==> src/rtl/mmd_pkg.sv <==
`default_nettype none
// ----------------------------------------------------------------------------
// mmd_pkg
// Shared types and constants for the dual HI/LO multiply/divide unit.
// ----------------------------------------------------------------------------
package mmd_pkg;

	localparam int unsigned WORD_W   = 32;
	localparam int unsigned REG_W    = 64;
	localparam int unsigned MODE_W   = 3;
	localparam int unsigned DEST_W   = 5;
	localparam int unsigned CNT_W    = 5;
	localparam int unsigned IN_DW    = 72;   // a, b, dest_index, zero fill
	localparam int unsigned IN_UW    = 4;    // mode, pipe_select
	localparam int unsigned OUT_DW   = 136;  // lo, hi, dest_out, zero fill
	localparam int unsigned OUT_UW   = 1;    // dest_write

	localparam logic [CNT_W-1:0] DIV_LAST = {CNT_W{1'b1}};

	localparam logic [MODE_W-1:0] MODE_SMULT = 3'd0;
	localparam logic [MODE_W-1:0] MODE_UMULT = 3'd1;
	localparam logic [MODE_W-1:0] MODE_SDIV  = 3'd2;
	localparam logic [MODE_W-1:0] MODE_UDIV  = 3'd3;
	localparam logic [MODE_W-1:0] MODE_READ  = 3'd4;

	typedef enum logic [1:0] {
		ST_IDLE,
		ST_MUL,
		ST_DIV,
		ST_FIN
	} mmd_state_t;

	// controller -> datapath
	typedef struct packed {
		logic load;      // capture the incoming request
		logic mul_en;    // register the product
		logic div_step;  // one restoring divide step
		logic commit;    // update the pair and the output register
	} mmd_cmd_t;

	// datapath -> controller
	typedef struct packed {
		logic in_is_mul;
		logic in_is_div;
	} mmd_stat_t;

	function automatic logic [REG_W-1:0] sext32(input logic [WORD_W-1:0] v);
		sext32 = {{(REG_W-WORD_W){v[WORD_W-1]}}, v};
	endfunction

endpackage
`default_nettype wire

==> src/rtl/mmd_ctrl.sv <==
`default_nettype none
// ----------------------------------------------------------------------------
// mmd_ctrl
// Sequencer: accepts one request, runs mul/div/read, hands off result.
// ----------------------------------------------------------------------------
module mmd_ctrl (
	input  wire logic               clk,
	input  wire logic               arst_n,
	input  wire logic               in_valid,
	output logic                    in_ready,
	output logic                    out_valid,
	input  wire logic               out_ready,
	input  wire mmd_pkg::mmd_stat_t stat,
	output mmd_pkg::mmd_cmd_t       cmd
);

	mmd_pkg::mmd_state_t             state_q, state_d;
	logic [mmd_pkg::CNT_W-1:0]       cnt_q;
	logic                            out_valid_q;
	logic                            slot_free;

	assign slot_free = !out_valid_q || out_ready;
	assign out_valid = out_valid_q;

	always_comb begin
		state_d      = state_q;
		in_ready     = 1'b0;
		cmd.load     = 1'b0;
		cmd.mul_en   = 1'b0;
		cmd.div_step = 1'b0;
		cmd.commit   = 1'b0;
		case (state_q)
			mmd_pkg::ST_IDLE: begin
				in_ready = 1'b1;
				if (in_valid) begin
					cmd.load = 1'b1;
					if (stat.in_is_mul)
						state_d = mmd_pkg::ST_MUL;
					else if (stat.in_is_div)
						state_d = mmd_pkg::ST_DIV;
					else
						state_d = mmd_pkg::ST_FIN;
				end
			end
			mmd_pkg::ST_MUL: begin
				cmd.mul_en = 1'b1;
				state_d    = mmd_pkg::ST_FIN;
			end
			mmd_pkg::ST_DIV: begin
				cmd.div_step = 1'b1;
				if (cnt_q == mmd_pkg::DIV_LAST)
					state_d = mmd_pkg::ST_FIN;
			end
			mmd_pkg::ST_FIN: begin
				if (slot_free) begin
					cmd.commit = 1'b1;
					state_d    = mmd_pkg::ST_IDLE;
				end
			end
			default: state_d = mmd_pkg::ST_IDLE;
		endcase
	end

	always_ff @(posedge clk or negedge arst_n) begin
		if (!arst_n) begin
			state_q     <= mmd_pkg::ST_IDLE;
			cnt_q       <= '0;
			out_valid_q <= 1'b0;
		end else begin
			state_q <= state_d;
			if (cmd.load)
				cnt_q <= '0;
			else if (cmd.div_step)
				cnt_q <= cnt_q + 1'b1;
			if (cmd.commit)
				out_valid_q <= 1'b1;
			else if (out_ready)
				out_valid_q <= 1'b0;
		end
	end

endmodule
`default_nettype wire

==> src/rtl/mmd_dpath.sv <==
`default_nettype none
// ----------------------------------------------------------------------------
// mmd_dpath
// Operand registers, multiplier, radix-2 divider, HI/LO pairs, output reg.
// ----------------------------------------------------------------------------
module mmd_dpath (
	input  wire logic                          clk,
	input  wire logic                          arst_n,
	input  wire logic [mmd_pkg::IN_DW-1:0]     in_data,
	input  wire logic [mmd_pkg::IN_UW-1:0]     in_user,
	input  wire mmd_pkg::mmd_cmd_t             cmd,
	output mmd_pkg::mmd_stat_t                 stat,
	output logic [mmd_pkg::OUT_DW-1:0]         out_data,
	output logic [mmd_pkg::OUT_UW-1:0]         out_user
);

	localparam int unsigned W = mmd_pkg::WORD_W;

	// incoming request fields
	logic [mmd_pkg::MODE_W-1:0] in_mode;
	logic                       in_sel;
	logic [W-1:0]               in_a, in_b;
	logic [mmd_pkg::DEST_W-1:0] in_dest;
	logic                       in_sdiv, a_neg, b_neg;
	logic [W-1:0]               a_mag, b_mag;

	assign in_mode = in_user[mmd_pkg::MODE_W-1:0];
	assign in_sel  = in_user[mmd_pkg::MODE_W];
	assign in_a    = in_data[W-1:0];
	assign in_b    = in_data[2*W-1:W];
	assign in_dest = in_data[2*W+mmd_pkg::DEST_W-1:2*W];

	assign stat.in_is_mul = (in_mode == mmd_pkg::MODE_SMULT) || (in_mode == mmd_pkg::MODE_UMULT);
	assign stat.in_is_div = (in_mode == mmd_pkg::MODE_SDIV) || (in_mode == mmd_pkg::MODE_UDIV);

	assign in_sdiv = (in_mode == mmd_pkg::MODE_SDIV);
	assign a_neg   = in_sdiv && in_a[W-1];
	assign b_neg   = in_sdiv && in_b[W-1];
	assign a_mag   = a_neg ? -in_a : in_a;
	assign b_mag   = b_neg ? -in_b : in_b;

	// captured request
	logic [mmd_pkg::MODE_W-1:0] mode_q;
	logic                       sel_q;
	logic [W-1:0]               a_q, b_q;
	logic [mmd_pkg::DEST_W-1:0] dest_q;
	logic                       qneg_q, rneg_q;

	// divider state: quo_q shifts dividend bits out and quotient bits in
	logic [W-1:0]               quo_q, rem_q, dvs_q;
	logic [W:0]                 rem_sh;
	logic [W+1:0]               diff;
	logic                       ge;

	assign rem_sh = {rem_q, quo_q[W-1]};
	assign diff   = {1'b0, rem_sh} - {2'b00, dvs_q};
	assign ge     = !diff[W+1];

	// multiplier, one signed 33x33 product covers both signednesses
	logic                       msgn;
	logic signed [2*W+1:0]      prod_full;
	logic [2*W-1:0]             prod_q;

	assign msgn      = (mode_q == mmd_pkg::MODE_SMULT);
	assign prod_full = $signed({msgn && a_q[W-1], a_q}) * $signed({msgn && b_q[W-1], b_q});

	// HI/LO pairs
	logic [mmd_pkg::REG_W-1:0]  hi_q [2];
	logic [mmd_pkg::REG_W-1:0]  lo_q [2];

	// result of the current request
	logic [W-1:0]               quo_fix, rem_fix;
	logic [mmd_pkg::REG_W-1:0]  new_lo, new_hi;
	logic                       wr_pair, dwr;

	assign quo_fix = qneg_q ? -quo_q : quo_q;
	assign rem_fix = rneg_q ? -rem_q : rem_q;

	always_comb begin
		new_lo  = lo_q[sel_q];
		new_hi  = hi_q[sel_q];
		wr_pair = 1'b0;
		dwr     = 1'b0;
		case (mode_q)
			mmd_pkg::MODE_SMULT, mmd_pkg::MODE_UMULT: begin
				new_lo  = mmd_pkg::sext32(prod_q[W-1:0]);
				new_hi  = mmd_pkg::sext32(prod_q[2*W-1:W]);
				wr_pair = 1'b1;
				dwr     = (dest_q != '0);
			end
			mmd_pkg::MODE_SDIV: begin
				wr_pair = 1'b1;
				if (b_q == '0) begin
					// divide by zero: quotient +1 if a < 0, else -1; dividend as remainder
					new_lo = a_q[W-1] ? mmd_pkg::REG_W'(1) : {mmd_pkg::REG_W{1'b1}};
					new_hi = mmd_pkg::sext32(a_q);
				end else begin
					new_lo = mmd_pkg::sext32(quo_fix);
					new_hi = mmd_pkg::sext32(rem_fix);
				end
			end
			mmd_pkg::MODE_UDIV: begin
				// zero divisor falls out of the restoring loop as all ones / a
				wr_pair = 1'b1;
				new_lo  = mmd_pkg::sext32(quo_q);
				new_hi  = mmd_pkg::sext32(rem_q);
			end
			default: begin
				wr_pair = 1'b0;
			end
		endcase
	end

	always_ff @(posedge clk) begin
		if (cmd.load) begin
			mode_q <= in_mode;
			sel_q  <= in_sel;
			a_q    <= in_a;
			b_q    <= in_b;
			dest_q <= in_dest;
			qneg_q <= a_neg ^ b_neg;
			rneg_q <= a_neg;
			quo_q  <= a_mag;
			rem_q  <= '0;
			dvs_q  <= b_mag;
		end else if (cmd.div_step) begin
			rem_q <= ge ? diff[W-1:0] : rem_sh[W-1:0];
			quo_q <= {quo_q[W-2:0], ge};
		end
		if (cmd.mul_en)
			prod_q <= prod_full[2*W-1:0];
		if (cmd.commit) begin
			out_data <= {{(mmd_pkg::OUT_DW-2*mmd_pkg::REG_W-mmd_pkg::DEST_W){1'b0}},
				(dwr ? dest_q : {mmd_pkg::DEST_W{1'b0}}), new_hi, new_lo};
			out_user <= dwr;
		end
	end

	always_ff @(posedge clk or negedge arst_n) begin
		if (!arst_n) begin
			hi_q[0] <= '0;
			hi_q[1] <= '0;
			lo_q[0] <= '0;
			lo_q[1] <= '0;
		end else if (cmd.commit && wr_pair) begin
			hi_q[sel_q] <= new_hi;
			lo_q[sel_q] <= new_lo;
		end
	end

endmodule
`default_nettype wire

==> src/rtl/mips_mult_div_unit_dual_hilo.sv <==
`default_nettype none
// ----------------------------------------------------------------------------
// mips_mult_div_unit_dual_hilo
// Multiply/divide unit with two HI/LO pairs, one per pipeline.
// ----------------------------------------------------------------------------
// Usage:
//   Input stream carries one request: mode and pair select in s_tuser,
//   operands and LO destination in s_tdata. One request is worked at a time;
//   s_tready is high only while the unit is idle.
//   Output stream returns the selected pair after the request, plus the
//   destination write flag (m_tuser) for multiplies with a nonzero target.
//   Work between request accept and m_tvalid:
//     read            straight to the commit state
//     multiply        one registered 33x33 multiply
//     divide          32 restoring steps of one shared subtractor
//   A divide runs to its end before the unit takes the next request; the
//   radix-2 divide loop holds the sequencer busy until then.
//   A finished result sits in the output register; the unit takes the next
//   request while it waits. If m_tready stays low, the following result is
//   held back in the sequencer until the output register drains.
//   Reset clears both HI/LO pairs to zero and drops m_tvalid.
// ----------------------------------------------------------------------------
module mips_mult_div_unit_dual_hilo (
	input  wire logic         clk,
	input  wire logic         arst_n,
	// request channel
	input  wire logic         s_tvalid,
	output logic              s_tready,
	input  wire logic [71:0]  s_tdata,   // operand_a[31:0], operand_b[63:32],
	                                     // dest_index[68:64], zero[71:69]
	input  wire logic [3:0]   s_tuser,   // mode[2:0], pipe_select[3]
	// result channel
	output logic              m_tvalid,
	input  wire logic         m_tready,
	output logic [135:0]      m_tdata,   // lo_value[63:0], hi_value[127:64],
	                                     // dest_out[132:128], zero[135:133]
	output logic [0:0]        m_tuser    // dest_write[0]
);

	mmd_pkg::mmd_cmd_t  cmd;
	mmd_pkg::mmd_stat_t stat;

	// sequencer: handshakes, step counter, output valid
	mmd_ctrl u_ctrl (
		.clk       (clk),
		.arst_n    (arst_n),
		.in_valid  (s_tvalid),
		.in_ready  (s_tready),
		.out_valid (m_tvalid),
		.out_ready (m_tready),
		.stat      (stat),
		.cmd       (cmd)
	);

	// arithmetic, pair state and result payload
	mmd_dpath u_dpath (
		.clk      (clk),
		.arst_n   (arst_n),
		.in_data  (s_tdata),
		.in_user  (s_tuser),
		.cmd      (cmd),
		.stat     (stat),
		.out_data (m_tdata),
		.out_user (m_tuser)
	);

endmodule
`default_nettype wire

==> config.mk <==
export PLATFORM = sky130hd
export DESIGN_NAME = mips_mult_div_unit_dual_hilo
export DESIGN_NICKNAME = d
export VERILOG_FILES = /design/src/rtl/mmd_pkg.sv /design/src/rtl/mmd_ctrl.sv /design/src/rtl/mmd_dpath.sv /design/src/rtl/mips_mult_div_unit_dual_hilo.sv
export SDC_FILE = /design/constraint.sdc
export NUM_CORES = 2
export LEC_CHECK = 0
export BUFFER_PORTS_ARGS = -buffer_cell sky130_fd_sc_hd__buf_4
export CORE_MARGIN = 5
export CORE_UTILIZATION = 45
export DETAILED_ROUTE_END_ITERATION = 10
export HOLD_SLACK_MARGIN = 0.12
export SYNTH_ARGS = -nofsm -noshare
export SYNTH_HDL_FRONTEND = slang
export SYNTH_SLANG_ARGS = --single-unit
export TNS_END_PERCENT = 1
==> constraint.sdc <==
create_clock -name clk -period 11.7 [get_ports clk]
set_clock_uncertainty 0.05 [all_clocks]
set_input_delay 3.51 -clock clk [delete_from_list [all_inputs] [get_ports clk]]
set_output_delay 3.51 -clock clk [all_outputs]
set_load 0.005 [all_outputs]
* Word-level counts from Yosys, hierarchy flattened
Index checks and enable logic that the tools add are counted.
** Storage, ports and cells
- Register bits after elaboration :: 633
- Input bits :: 80
** Cells by class
- Equal/unequal tests :: 13
- Reductions and logical operators :: 21
- Order comparisons :: 2
- Bitwise logic cells :: 2
- Mux-type cells :: 41
- Add/sub/neg operators :: 6
- Multipliers :: 1
** Operator list (number)
- 64-bit two-way mux :: 10
- 64-bit case mux with 3 select lines :: 2
- 128-bit bitwise mux :: 2
- 32-bit two-way mux :: 7
- 32-bit negation :: 4
- 64-bit demux with 1-bit select :: 1
- 33-bit by 33-bit multiplier with 64-bit output :: 1
- 33-bit by 32-bit subtractor with 34-bit output :: 1
- 32-bit logical NOT :: 1
- 3-bit by 2-bit equality test with 1-bit output (second input constant) :: 4
- 1-bit two-way mux :: 12
- 5-bit two-way mux :: 2
- 2-bit two-way mux :: 4
- 2-bit case mux with 4 select lines :: 1
- 3-bit by 1-bit equality test with 1-bit output (second input constant) :: 2
- 1-bit logical AND :: 6
- 3-bit logical NOT :: 2
- 5-bit by 1-bit adder with 5-bit output (second input constant) :: 1
- 5-bit equality test (second input constant) :: 1
- 5-bit nonzero test :: 1
- 2-bit equality test (second input constant) :: 2
- 2-bit by 1-bit inequality test with 1-bit output (second input constant) :: 2
- 2-bit nonzero test :: 2
- 4-bit OR reduction :: 1
- 11 further kinds :: 14

* Longest topological paths before layout
- Depth after elaboration :: 6
- Gate-level depth with buffers :: 31
- Depth with buffers taken out :: 29

* Modules after synthesis
A second synthesis with hierarchy kept.
** Second synthesis, totals
- Cells, all modules :: 7069
- Area, all modules :: 67498.5 um^2
** By module, submodules not included
- mmd_dpath :: instances 1, area an instance 66998.0 um^2, cells each 7024
- mmd_ctrl :: instances 1, area an instance 500.5 um^2, cells each 45

* Worst setup path before layout
OpenSTA, ideal clock, no wires.
- Path kind :: register to register
- Start point :: register u_dpath.mode_q[2] (netlist name)
- End point :: register u_dpath.prod_q[63] (data pin)
- Path slack :: 3165 ps
- Arrival time :: 8223 ps
- Stages on the path, launching flop included :: 27
- Library setup time :: 261 ps
- Path through :: edfxtp_1 clkbuf_1 nor3_1 clkbuf_1 clkbuf_1 and3_1 fa_1 fa_1 fa_1 inv_1 fa_1 fa_1 fa_1 fa_1 fa_1 inv_1 ha_1 clkbuf_1 nand3_1 or4b_2 nor4_1 a22oi_1 a21oi_1 o21ai_0 a31oi_1 o21ai_0 xnor2_1
** On the way
- Longest elaborated chain between the ends :: 3
** Ends and longest elaborated chain
- start, declared :: RTL line mmd_dpath.sv:43 : logic [mmd_pkg::MODE_W-1:0] mode_q;
- start signal, assigned :: RTL line mmd_dpath.sv:116 : mode_q <= in_mode;
- 3-bit logical NOT (*) :: RTL line mmd_dpath.sv:64 : assign msgn = (mode_q == mmd_pkg::MODE_SMULT);
- 1-bit logical AND :: RTL line mmd_dpath.sv:65 : assign prod_full = $signed({msgn && a_q[W-1], a_q}) * $signed({msgn && b_q[W-1], b_q});
- 33-bit by 33-bit multiplier with 64-bit output (*) :: RTL line mmd_dpath.sv:65
- named net u_dpath.prod_full[63] :: RTL line mmd_dpath.sv:61 : logic signed [2*W+1:0] prod_full;
- end signal, assigned :: RTL line mmd_dpath.sv:131 : prod_q <= prod_full[2*W-1:0];
- end, declared :: RTL line mmd_dpath.sv:62 : logic [2*W-1:0] prod_q;
The timed path passes the listed nets; every way through them passes the cells marked *.
A chain may end at the register's enable or synchronous reset.

* Worst setup path in the final report
Ends and elaborated chain as after synthesis.

==> out/summary.md <==
The run finished, with violations left. The checks that failed: DRC. The number of synthesis warnings is 0. HPWL reported at the end of detailed placement: 144600 µm. At the end of routability-driven placement, the weighted congestion stood at 0.9173. Along the worst path, the maximum fanout reaches 14. The via count was 48233; the count of boundary I/O pins was 219.

Of the available clock period, the critical path in the final layout requires 84.15%. The count of buffers from port buffering came out at 212. The synthesized design spends more area on one cell type than any other, namely sky130_fd_sc_hd__fa_1. The logs give 0 for the number of hold violations in the final report and 0.06754 mm² for the cell area after synthesis. For the pin with the worst max-slew slack, the measured transition is 1.200 ns. For the final cell utilization of the core, the log shows 48.86%. Buffers inserted to repair hold after CTS numbered 0.

The fmax came out at 0.1016 GHz. The final count of pins violating max slew came out at 0. The run gives 2 as the H-tree depth reported by CTS. The post-synthesis sequential element count was 632; the required arrival time at the worst endpoint was 12.03 ns. After clock tree synthesis, the repair step resized 0 gates. The tools report the sort of element at the start of the critical path as a register. The die is 397.4 µm wide. After global routing the overflow that remains totals 0.

In this run the remaining antenna-violating nets after routing total 0. In this design, the critical path's most frequently occurring cell is sky130_fd_sc_hd__fa_1. Clock tree synthesis found a total of 632 sinks. Dividing the detail-routed via count by the number of cells gives 5.401. The number of nets in the layout was 8317; the average footprint of a synthesized cell was 9.819 µm². On the worst path, the slowest cell contributes a delay of 0.73 ns. The initialized floorplan defines 142 standard-cell rows. The count of unique library cells instantiated by Yosys is 86.

The run gives 0.65 ns as the insertion delay of the later-clocked pin in the worst-skew pair. Of all flip-flops after synthesis, the portion carrying an async set or reset was 41.77%. The endpoint class of the critical path is a register. Of the cells placed in the final design, the portion with a size suffix greater than 1 is 8.642%.

STA puts the critical path data arrival time at 10.17 ns. For the number of buffers between clock root and the deepest sink, the log shows 3. The area share of the largest cell type after synthesis was 33.38%. The routed wire length was 191700 µm; the final-layout fill cell count was 13887. Setup repair after global routing left no endpoint under its margin. From synthesis to final layout, the design area changed by 8.220%.

The logs give 13 for the initial antenna violation count and 45.14% for the initial core utilization. The first global-routing pass estimated 301900 µm of wire. The run gives 50375 as the via count of the first global-routing pass. Counting every instance in the synthesized netlist gives 6878. The tool flagged a number of max-cap violations equal to 0. In the post-synthesis netlist, the biggest area contributors are sky130_fd_sc_hd__fa_1 (33%), sky130_fd_sc_hd__edfxtp_1 (15%), sky130_fd_sc_hd__dfrtp_1 (9.8%). Counting flops with a built-in enable in the synthesized netlist gives 336. Before antenna repair, the detailed router went through 11 iterations.

The part of the Yosys area used for sequential elements was 25.67%; the core outline area was 0.1496 mm². Entering global routing, the biggest net connects 158 pins. TritonCTS built the clock tree. The die area was 0.1579 mm². The path class of the tightest hold or removal check is reg2reg. In this run the clock root is driven by a sky130_fd_sc_hd__clkbuf_16. The routed design could run at a clock period as short as 9.845 ns.

Clock-pin slew was measured on the worst setup and hold paths at 0.07 ns. The post-CTS setup-driven buffer insertion count came out at 0. The count of final setup violators was 0. For this block, the initial DRC count from the detailed router was 3332.

After detailed routing, the number of remaining DRC violations is 5. The setup path with the least slack is of type reg2reg. For this run, the total global-route usage over all layers was measured as 24.53%. For this design, the slowest cell found on the critical path is sky130_fd_sc_hd__or4b_2. The most instantiated flip-flop cell in the synthesis netlist was sky130_fd_sc_hd__edfxtp_1. The relative slew slack came out at 20.01%.

For the number of buffers inserted during clock tree synthesis, the log shows 59. The floorplan step set the die height to 397.4 µm. Summed over all failing endpoints, the final setup total negative slack is 0 ns. The detail-routed net length per standard cell came out at 21.47 µm.
-- through the flow --
step	cells	setup slack, ns	hold slack [ns]	area [µm²]
6_report	8930	1.855	0.4229	73090
5_1_grt	8925	1.420	0.4325	73080
4_1_cts	8924	1.856	0.4248	73070
3_5_place_dp	8812	1.880	0.4097	70990
3_3_place_gp	8812	1.911	0.4019	70990
2_1_floorplan	6880	3.165	0.3871	67540
-- Yosys cell counts, drive strengths merged, types with 84 or more instances --
cell type	number
dfrtp	264
mux2	100
xor2	84
edfxtp	336
clkbuf	381
a21oi	228
ha	254
o21a	90
a21o	139
o21ai	267
fa	1126
inv	1250
xnor2	112
nor2	176
nand2	1151
and2	310
-- logic make-up (layout without fill, tap and decap cells) --
logic type      count (synthesis)  count (layout)  synth area share [%]
simple gates                 1899            1899                 12.71
xor+xnor                      196             196                 2.542
fa+ha+maj                    1380            1380                 38.08
buf+inv                      1663            1691                 9.374
other cells                     1               9              0.005553
mux                           150             150                 2.408
flops                         632             632                 25.67
compound gates                957             957                 9.202
-- critical path: cells and delay by family (launching register included) --
kind	cells	cell delay [ns]
DFF	1	0.43
xor gates and xnor gates	1	0.15
buffers and inverters	4	0.92
AOI/OAI and AO/OA	5	1.31
adders and majority gates	9	4.64
and+or+nand+nor	6	2.06
-- cell usage in the layout, fill, tap and decap left out, drive strengths merged, types with 23 or more instances in the layout --
cell type     n
a21o        139
a21oi       228
and2        310
and3         54
buf         329
clkbuf       77
dfrtp       264
dfxtp        32
edfxtp      336
fa         1126
ha          254
inv        1251
mux2        100
mux2i        50
nand2      1151
nand2b       36
nand3        30
nor2        176
nor3         31
nor4         23
o211ai       31
o21a         90
o21ai       267
o31ai        26
xnor2       112
xor2         84
-- sequential cells by signal (all words and copies together), names as in the netlist --
| signal | cells |
|---|---|
| u_dpath.b_q | 31 |
| u_dpath.rneg_q | 1 |
| u_ctrl.state_q | 2 |
| u_dpath.lo_q | 128 |
| u_dpath.prod_q | 64 |
| u_dpath.dvs_q | 32 |
| u_dpath.hi_q | 128 |
| u_ctrl.cnt_q | 5 |
| u_dpath.mode_q | 3 |
| u_dpath.out_user | 1 |
| u_dpath.out_data | 133 |
| u_dpath.qneg_q | 1 |
| u_dpath.quo_q | 32 |
| u_ctrl.out_valid | 1 |
| u_dpath.sel_q | 1 |
| u_dpath.dest_q | 5 |
| u_dpath.a_q | 32 |
| u_dpath.rem_q | 32 |
-- area by class of cell --
type | count | area (µm²) | share of cell area [%]
repair buffers | 329 | 2490 | 3.407
flip-flops and latches | 632 | 17340 | 23.72
inverters | 1250 | 4702 | 6.433
clock buffers | 77 | 1637 | 2.239
multi-input cells | 4585 | 43940 | 60.12
diodes | 6 | 15.01 | 0.02054
clock inverters | 35 | 447.9 | 0.6129
well taps | 2016 | 2522 | 3.451
-- metal layers --
layer | vias up | track usage [%] | routed length (µm)
met2 | 1713 | 38.87 | 87860
li1 | 21377 | - | -
met1 | 24855 | 34.96 | 83230
met3 | 282 | 4.396 | 14940
met4 | 6 | 6.727 | 5677
met5 | - | 0 | 34
-- worst paths after layout --
kind / depth (start not counted) / end / from / slack (ns)
max: 25 / u_dpath.prod_q[63] / u_dpath.mode_q[2] / 1.85
min: 1 / u_dpath.lo_q[60] / u_dpath.lo_q[60] / 0.42
max reg2reg: 25 / u_dpath.prod_q[63] / u_dpath.mode_q[2] / 1.85
min reg2reg: 1 / u_dpath.lo_q[60] / u_dpath.lo_q[60] / 0.42
max in group asynchronous: 2 / u_dpath.lo_q[36] / arst_n / 7.27
min in group asynchronous: 1 / u_dpath.hi_q[51] / arst_n / 2.87
Power is left out: the tool's default activity adds up to more than one toggle a clock period on the data nets, which glitch-free logic cannot reach.
